--- config.mk ---
export PLATFORM = sky130hd
export DESIGN_NAME = pli_arith
export DESIGN_NICKNAME = d
export VERILOG_FILES = /design/src/rtl/core/pli_pkg.sv /design/src/rtl/core/pli_arith.sv
export SDC_FILE = /design/constraint.sdc
export NUM_CORES = 2
export LEC_CHECK = 0
export BUFFER_PORTS_ARGS = -buffer_cell sky130_fd_sc_hd__buf_2
export CORE_MARGIN = 2
export CORE_UTILIZATION = 25
export DETAILED_ROUTE_END_ITERATION = 16
export PLACE_DENSITY = 0.49
export SYNTH_ARGS = -nofsm -noshare
export SYNTH_HDL_FRONTEND = slang
export SYNTH_SLANG_ARGS = --single-unit
--- constraint.sdc ---
create_clock -name clock -period 22.2 [get_ports clock]
set_clock_uncertainty 0.05 [all_clocks]
set_input_delay 1.11 -clock clock [delete_from_list [all_inputs] [get_ports clock]]
set_output_delay 1.11 -clock clock [all_outputs]
set_load 0.02 [all_outputs]
--- src/rtl/core/pli_pkg.sv ---
// pli_pkg: shared widths, codes and struct types of the piecewise linear interpolator
// used by pli_cell, pli_arith and piecewise_linear_interpolator; no dependencies
`default_nettype none

package pli_pkg;

   localparam int X_W            = 32;
   localparam int Y_FRAC_BITS    = 16;
   localparam int Y_W            = Y_FRAC_BITS + 1;
   localparam int IDX_W          = 6;
   localparam int CFG_W          = 7;
   localparam int DEF_MAX_POINTS = 64;

   localparam logic [Y_W-1:0]   Y_ONE             = {1'b1, {Y_FRAC_BITS{1'b0}}};
   localparam logic [CFG_W-1:0] POINT_COUNT_RESET = 7'd2;

   localparam logic FUNC_LOAD  = 1'b0;
   localparam logic FUNC_QUERY = 1'b1;

   typedef struct packed {
      logic             func;
      logic [IDX_W-1:0] entry_index;
      logic [X_W-1:0]   x_value;
      logic [Y_W-1:0]   y_value;
      logic             is_infinite;
   } req_type;

   typedef struct packed {
      logic [Y_W-1:0] y_result;
      logic           out_of_range;
   } rsp_type;

   // breakpoint write broadcast to the cells
   typedef struct packed {
      logic             en;
      logic [IDX_W-1:0] slot;
      logic [X_W-1:0]   x;
      logic [Y_W-1:0]   y;
   } load_type;

   // query token handed from cell to cell
   typedef struct packed {
      logic           active;
      logic           direct;
      logic           direct_one;
      logic           found;
      logic           pend;
      logic           flag;
      logic [X_W-1:0] xq;
      logic [X_W-1:0] prev_x;
      logic [Y_W-1:0] prev_y;
      logic [X_W-1:0] x0;
      logic [Y_W-1:0] y0;
      logic [X_W-1:0] x1;
      logic [Y_W-1:0] y1;
   } token_type;

   typedef struct packed {
      logic idle;
      logic done;
   } arith_stat_type;

endpackage

`default_nettype wire

--- src/rtl/core/pli_arith.sv ---
// pli_arith: segment arithmetic, one multiply then a bit-serial restoring divide and saturation
// depends on pli_pkg
`default_nettype none

module pli_arith (
   input  wire logic               clock,
   input  wire logic               reset,
   input  wire logic               start,
   input  wire pli_pkg::token_type tok_i,
   input  wire logic               take,
   output pli_pkg::arith_stat_type stat_o,
   output pli_pkg::rsp_type        res_o
);
   import pli_pkg::*;

   localparam int QB     = Y_FRAC_BITS + 2;
   localparam int PROD_W = X_W + Y_W;
   localparam int RES_W  = Y_W + 3;
   localparam int CNT_DW = $clog2(QB + 1);

   localparam logic [QB-1:0]     QUO_CAP = {2'b10, {Y_FRAC_BITS{1'b0}}};
   localparam logic [CNT_DW-1:0] CNT_ONE = CNT_DW'(1);

   localparam logic [2:0] S_IDLE  = 3'd0;
   localparam logic [2:0] S_PREP  = 3'd1;
   localparam logic [2:0] S_MULT  = 3'd2;
   localparam logic [2:0] S_CHECK = 3'd3;
   localparam logic [2:0] S_DIV   = 3'd4;
   localparam logic [2:0] S_FIN   = 3'd5;
   localparam logic [2:0] S_DONE  = 3'd6;

   logic [2:0]        state_ff, state_in;
   logic [CNT_DW-1:0] cnt_ff, cnt_in;
   logic [X_W-1:0]    x0_ff, x0_in, x1_ff, x1_in, xq_ff, xq_in;
   logic [Y_W-1:0]    y0_ff, y0_in, y1_ff, y1_in;
   logic              flag_ff, flag_in, direct_ff, direct_in, one_ff, one_in;
   logic [X_W-1:0]    mq_ff, mq_in, dx_ff, dx_in;
   logic [Y_W-1:0]    my_ff, my_in;
   logic              neg_ff, neg_in, degen_ff, degen_in;
   logic [PROD_W-1:0] prod_ff, prod_in;
   logic [X_W-1:0]    rem_ff, rem_in;
   logic [QB-1:0]     quo_ff, quo_in;
   logic [Y_W-1:0]    res_ff, res_in;
   logic              oor_ff, oor_in;

   logic [X_W:0]      trial;
   logic [QB-1:0]     quo_c;
   logic [RES_W-1:0]  sum;

   assign trial = {rem_ff, quo_ff[QB-1]} - {1'b0, dx_ff};
   assign quo_c = (quo_ff > QUO_CAP) ? QUO_CAP : quo_ff;

   always_comb begin
      if (degen_ff) begin
         sum = RES_W'(y1_ff);
      end else if (neg_ff) begin
         sum = RES_W'(y0_ff) - RES_W'(quo_c);
      end else begin
         sum = RES_W'(y0_ff) + RES_W'(quo_c);
      end
   end

   always_comb begin
      state_in  = state_ff;
      cnt_in    = cnt_ff;
      x0_in     = x0_ff;
      x1_in     = x1_ff;
      xq_in     = xq_ff;
      y0_in     = y0_ff;
      y1_in     = y1_ff;
      flag_in   = flag_ff;
      direct_in = direct_ff;
      one_in    = one_ff;
      mq_in     = mq_ff;
      my_in     = my_ff;
      dx_in     = dx_ff;
      neg_in    = neg_ff;
      degen_in  = degen_ff;
      prod_in   = prod_ff;
      rem_in    = rem_ff;
      quo_in    = quo_ff;
      res_in    = res_ff;
      oor_in    = oor_ff;
      case (state_ff)
         S_IDLE: begin
            if (start) begin
               x0_in     = tok_i.x0;
               x1_in     = tok_i.x1;
               xq_in     = tok_i.xq;
               y0_in     = tok_i.y0;
               y1_in     = tok_i.y1;
               flag_in   = tok_i.flag;
               direct_in = tok_i.direct;
               one_in    = tok_i.direct_one;
               state_in  = S_PREP;
            end
         end
         S_PREP: begin
            mq_in    = (xq_ff >= x0_ff) ? (xq_ff - x0_ff) : (x0_ff - xq_ff);
            my_in    = (y1_ff >= y0_ff) ? (y1_ff - y0_ff) : (y0_ff - y1_ff);
            neg_in   = (xq_ff < x0_ff) != (y1_ff < y0_ff);
            dx_in    = x1_ff - x0_ff;
            degen_in = (x1_ff <= x0_ff);
            state_in = (direct_ff || (x1_ff <= x0_ff)) ? S_FIN : S_MULT;
         end
         S_MULT: begin
            prod_in  = mq_ff * my_ff;
            state_in = S_CHECK;
         end
         S_CHECK: begin
            // quotient too large for QB bits: it saturates anyway
            if ({1'b0, prod_ff} >= {dx_ff, {QB{1'b0}}}) begin
               quo_in   = QUO_CAP;
               state_in = S_FIN;
            end else begin
               rem_in   = X_W'(prod_ff >> QB);
               quo_in   = prod_ff[QB-1:0];
               cnt_in   = CNT_DW'(QB);
               state_in = S_DIV;
            end
         end
         S_DIV: begin
            if (!trial[X_W]) begin
               rem_in = trial[X_W-1:0];
               quo_in = {quo_ff[QB-2:0], 1'b1};
            end else begin
               rem_in = {rem_ff[X_W-2:0], quo_ff[QB-1]};
               quo_in = {quo_ff[QB-2:0], 1'b0};
            end
            cnt_in = cnt_ff - CNT_ONE;
            if (cnt_ff == CNT_ONE) begin
               state_in = S_FIN;
            end
         end
         S_FIN: begin
            if (direct_ff) begin
               res_in = one_ff ? Y_ONE : '0;
               oor_in = 1'b0;
            end else if (sum[RES_W-1]) begin
               res_in = '0;
               oor_in = 1'b1;
            end else if (sum > RES_W'(Y_ONE)) begin
               res_in = Y_ONE;
               oor_in = 1'b1;
            end else begin
               res_in = Y_W'(sum);
               oor_in = flag_ff;
            end
            state_in = S_DONE;
         end
         S_DONE: begin
            if (take) begin
               state_in = S_IDLE;
            end
         end
         default: begin
            state_in = S_IDLE;
         end
      endcase
   end

   always_ff @(posedge clock) begin
      if (reset) begin
         state_ff <= S_IDLE;
      end else begin
         state_ff <= state_in;
      end
   end

   always_ff @(posedge clock) begin
      cnt_ff    <= cnt_in;
      x0_ff     <= x0_in;
      x1_ff     <= x1_in;
      xq_ff     <= xq_in;
      y0_ff     <= y0_in;
      y1_ff     <= y1_in;
      flag_ff   <= flag_in;
      direct_ff <= direct_in;
      one_ff    <= one_in;
      mq_ff     <= mq_in;
      my_ff     <= my_in;
      dx_ff     <= dx_in;
      neg_ff    <= neg_in;
      degen_ff  <= degen_in;
      prod_ff   <= prod_in;
      rem_ff    <= rem_in;
      quo_ff    <= quo_in;
      res_ff    <= res_in;
      oor_ff    <= oor_in;
   end

   assign stat_o.idle        = (state_ff == S_IDLE);
   assign stat_o.done        = (state_ff == S_DONE);
   assign res_o.y_result     = res_ff;
   assign res_o.out_of_range = oor_ff;

endmodule

`default_nettype wire

* After elaboration in Yosys (flattened, before gate mapping)
Cells that the tools add are included.
** Word-level totals
- Register bits :: 341
- Bits of input ports :: 189
- Output and inout port bits :: 20
** Operators by class
- Add/subtract/negate cells :: 9
- Multipliers :: 1
- Magnitude comparators :: 8
- Eq/ne operators :: 12
- Multiplexer cells :: 25
- Reduce and logical (&&, ||, !) cells :: 6
** Operators with widths (number)
- 32-bit two-way mux :: 3
- 32-bit subtractor :: 3
- 17-bit two-way mux :: 5
- 32-bit one-hot mux with 2 select lines :: 1
- 49-bit by 50-bit >= comparator with 1-bit output :: 1
- 32-bit by 17-bit multiplier with 49-bit output :: 1
- 20-bit two-way mux :: 2
- 18-bit two-way mux :: 2
- 18-bit one-hot mux with 2 select lines :: 1
- 17-bit subtractor :: 2
- 33-bit by 32-bit subtractor with 33-bit output :: 1
- 32-bit >= comparator :: 1
- 32-bit <= comparator :: 1
- 32-bit < comparator :: 1
- 3-bit one-hot mux with 7 select lines :: 1
- 20-bit by 17-bit > comparator with 1-bit output (second input constant) :: 1
- 17-bit by 18-bit adder with 19-bit output :: 1
- 17-bit by 18-bit subtractor with 19-bit output :: 1
- 18-bit > comparator (second input constant) :: 1
- 17-bit >= comparator :: 1
- 17-bit < comparator :: 1
- 3-bit two-way mux :: 4
- 5-bit one-hot mux with 2 select lines :: 1
- 3-bit equality test (second input constant) :: 3
- 13 further kinds :: 21

* Logic depth before layout (Yosys ltp)
- Depth after elaboration :: 9
- Mapped depth :: 26

* Least setup slack after synthesis
OpenSTA, ideal clock, no wires.
- Path type :: reg-to-reg
- From :: register state_ff[0]
- To :: register degen_ff (enable)
- Data arrival time :: 6674 ps
- Setup slack :: 14833 ps
- Stages on the path, launching flop included :: 3
- Buffers on the path :: 1
- Clock period less this slack :: 7367 ps
- Path through :: dfxtp_1 clkbuf_1 nor3b_1
** On the way
- Cells in the longest elaborated chain, start to end :: 1
** Ends and longest elaborated chain
- from (decl) :: line pli_arith.sv:32 : logic [2:0] state_ff, state_in;
- from (signal assigned) :: line pli_arith.sv:166 : state_ff <= state_in;
- 3-bit by 1-bit equality test with 1-bit output :: line pli_arith.sv:84 : case (state_ff)
- to (signal assigned) :: line pli_arith.sv:184 : degen_ff <= degen_in;
- to (decl) :: line pli_arith.sv:39 : logic neg_ff, neg_in, degen_ff, degen_in;
Every way passes these cells.
A chain may end at the register's enable or synchronous reset.

* Worst setup path in the final report
- From :: register mq_ff[9]
- To :: register prod_ff[48], data pin
** On the way
- Cells in the longest elaborated chain, start to end :: 1
** Ends and longest elaborated chain
- from (decl) :: line pli_arith.sv:37 : logic [X_W-1:0] mq_ff, mq_in, dx_ff, dx_in;
- from (signal assigned) :: line pli_arith.sv:180 : mq_ff <= mq_in;
- 32-bit by 17-bit multiplier with 49-bit output :: line pli_arith.sv:107 : prod_in = mq_ff * my_ff;
- to (signal assigned) :: line pli_arith.sv:185 : prod_ff <= prod_in;
- to (decl) :: line pli_arith.sv:40 : logic [PROD_W-1:0] prod_ff, prod_in;
Every way passes these cells.

==> results.md <==
* Outcome: finished, final reports clean
* Proportion of layout cells with a drive suffix above 1 at 7.37%
* Setup TNS at 0 ns
* Least-Margin Pin Slew at 1.15 ns
* Iteration-0 DRC Markers at 1724
* Normalized max-slew margin at 22.8%
* DP Cell Count at 6208
* DR pass1 iterations at 5
* Minimum clock period at 8.36 ns
* Multi-input gate area at 25900 um^2
* Largest net degree at the start of global routing at 88
* Total number of vias at 28900
* Critical Path AT at 8.67 ns
* Mapped Avg Cell Area at 9.59 um^2
* Clk sinks at 341
* Ranking of synthesized cells by area: edfxtp_1 26%, fa_1 23%, ha_1 11%
* CTS tree: done
* GP Congestion at 0.857
* # fillers at 16500
* Port bufs at 156
* Post-synth EDFFs at 338
* Cts hold-fix bufs at 0
* Netlist cell types at 93
* Finished Layout Cells at 6279
* Final worst path period share at 37.7%
* Post-DRT Antenna Nets at 0
* Site Rows at 145
* Share of the synthesized area in the top cell type at 25.8%
* Element type at the critical path end: flop
* Worst Setup Start Kind: flop
* Core region area at 156000 um^2
* Post-Route WL at 113 mm
* Post-synth top area cell: edfxtp_1
* Crit path kind: reg -> reg
* Vias in the first global route at 29900
* Residual DRC count at 0
* Vias per cell at 4.60
* Routed WL per cell at 17.9 um
* Seq/Total Area, Yosys at 26.0%
* Final WS setup at 13.84 ns
* Setup violations, final at 0
* Max-cap viol count at 0
* Clk Latency, worst-skew pair at 0.62 ns
* Max Fclk at 120 MHz
* Fin. Hold Viols at 0
* HPWL after detailed placement at 86.1 mm
* RSZ-0062 raised after global routing: no
* Chip Height at 400 um
* Cells after Synth at 4099
* Initial Util at 25.2%
* Setup WS pre-CTS at 13.85 ns
* Post-CTS sizing at 0
* Most used DFF post-synth: edfxtp_1
* # diodes at 0
* Chip Width at 400 um
* Count leader, synth: inv_1
* Total grt overflow at 0
* Synthesis Warnings at 0
* Initial antenna violation count at 5
* CP Max Fanout at 17
* Critical path required time at 22.51 ns
* Final nets at 5188
* Yosys reg bits at 341
* Root Driver: clkbuf_16
* Synthesized area at 39300 um^2
* Synth async-reset ratio at 0%
* H-Tree Level Count at 2
* Final Slew Violations at 0
* Gr usage total at 14.0%
* Min-Delay Path Class: reg -> reg
* Post-CTS Setup Bufs at 0
* CTS max path bufs at 3
* P&R area growth vs syn at 11.2%
* Num CTS Buffers at 40
* Boundary Pins at 209
* Clock transition at path regs at 0.06 ns
* Mapped Nets at 5095
* Storage element area at 10200 um^2
* First-pass GRT wire length at 176 mm
* Most common library cells after synthesis: 691 x inv_1, 495 x nand2_1, 457 x fa_1, 350 x ha_1, 338 x edfxtp_1
* Die Footprint at 160000 um^2
[cell usage in the layout, fill, tap and decap left out, types with 111 or more instances in the layout]
cell,synthesis,final
nand2_1,495,495
nor2_1,131,131
inv_1,691,691
fa_1,457,457
a21oi_1,225,225
xnor2_1,111,111
ha_1,350,350
buf_2,14,156
edfxtp_1,338,338
o21ai_0,132,131
and2_1,240,239
[final timing paths]
check,from,end,slack [ns],cells past startpoint
worst max-delay path,mq_ff[9],prod_ff[48],13.84,23
worst min-delay path,prod_ff[18],rem_ff[0],0.52,2
worst max register to register,mq_ff[9],prod_ff[48],13.84,23
worst min register to register,prod_ff[18],rem_ff[0],0.52,2
[critical path: stages (launching register included)]
cell,delay (ns)
edfxtp_1,0.74
and2_1,0.35
fa_1,0.54
inv_1,0.05
fa_1,0.46
fa_1,0.51
inv_1,0.05
fa_1,0.52
fa_1,0.52
inv_1,0.06
fa_1,0.47
inv_1,0.04
ha_1,0.24
a211oi_1,0.25
nor2_1,0.09
o41ai_1,0.36
nand3_1,0.32
o32ai_1,0.95
o31ai_1,0.26
o41ai_1,0.52
o21ai_1,0.19
a21bo_2,0.23
a21oi_1,0.20
xnor2_1,0.09
[metal layers]
| metal | vias to the layer above | track usage [%] | share of wire, % |
|---|---|---|---|
| met3 | 145 | 2.15 | 4.8 |
| li1 | 13700 | - | - |
| met4 | 4 | 3.42 | 2.6 |
| met2 | 663 | 23.2 | 47 |
| met1 | 14400 | 19.0 | 46 |
| met5 | - | 0 | 0.024 |
[layout make-up]
type | count | share of cell area [%]
Multi-Input combinational cell | 2908 | 59.1
Sequential cell | 341 | 23.4
Tap cell | 2058 | 5.89
Clock buffer | 45 | 2.33
Clock inverter | 26 | 0.644
Inverter | 692 | 5.94
Timing Repair Buffer | 209 | 2.70
[cells by family after synthesis]
kind of cell | after synthesis | share of synthesized area (%)
and+or+nand+nor | 1129 | 13.9
buffers and inverters | 850 | 8.34
adders and majority gates | 807 | 34.4
AOI/OAI and AO/OA | 749 | 12.1
DFF | 341 | 26.0
xor gates and xnor gates | 155 | 3.50
muxes | 68 | 1.74
[per-stage QoR]
stage | cell area, um^2 | utilization (%) | hold slack [ns]
floorplan | 39300 | - | 0.475
finish | 43700 | 28.0 | 0.520
detailed placement | 42400 | 27.2 | 0.507
CTS | 43700 | 28.0 | 0.530
global placement | 42400 | 27.2 | 0.508
global route | 43700 | 28.0 | 0.541
[flip-flops by register name (all words and copies together), names as in the netlist]
name       count
prod_ff       49
dx_ff         32
mq_ff         32
rem_ff        32
x0_ff         32
x1_ff         32
xq_ff         32
quo_ff        18
my_ff         17
res_ff        17
y0_ff         17
y1_ff         17
cnt_ff         5
state_ff       3
degen_ff       1
direct_ff      1
flag_ff        1
neg_ff         1
one_ff         1
oor_ff         1
Power is left out: the tool's default activity adds up to more than one toggle a clock period on the data nets, which glitch-free logic cannot reach.
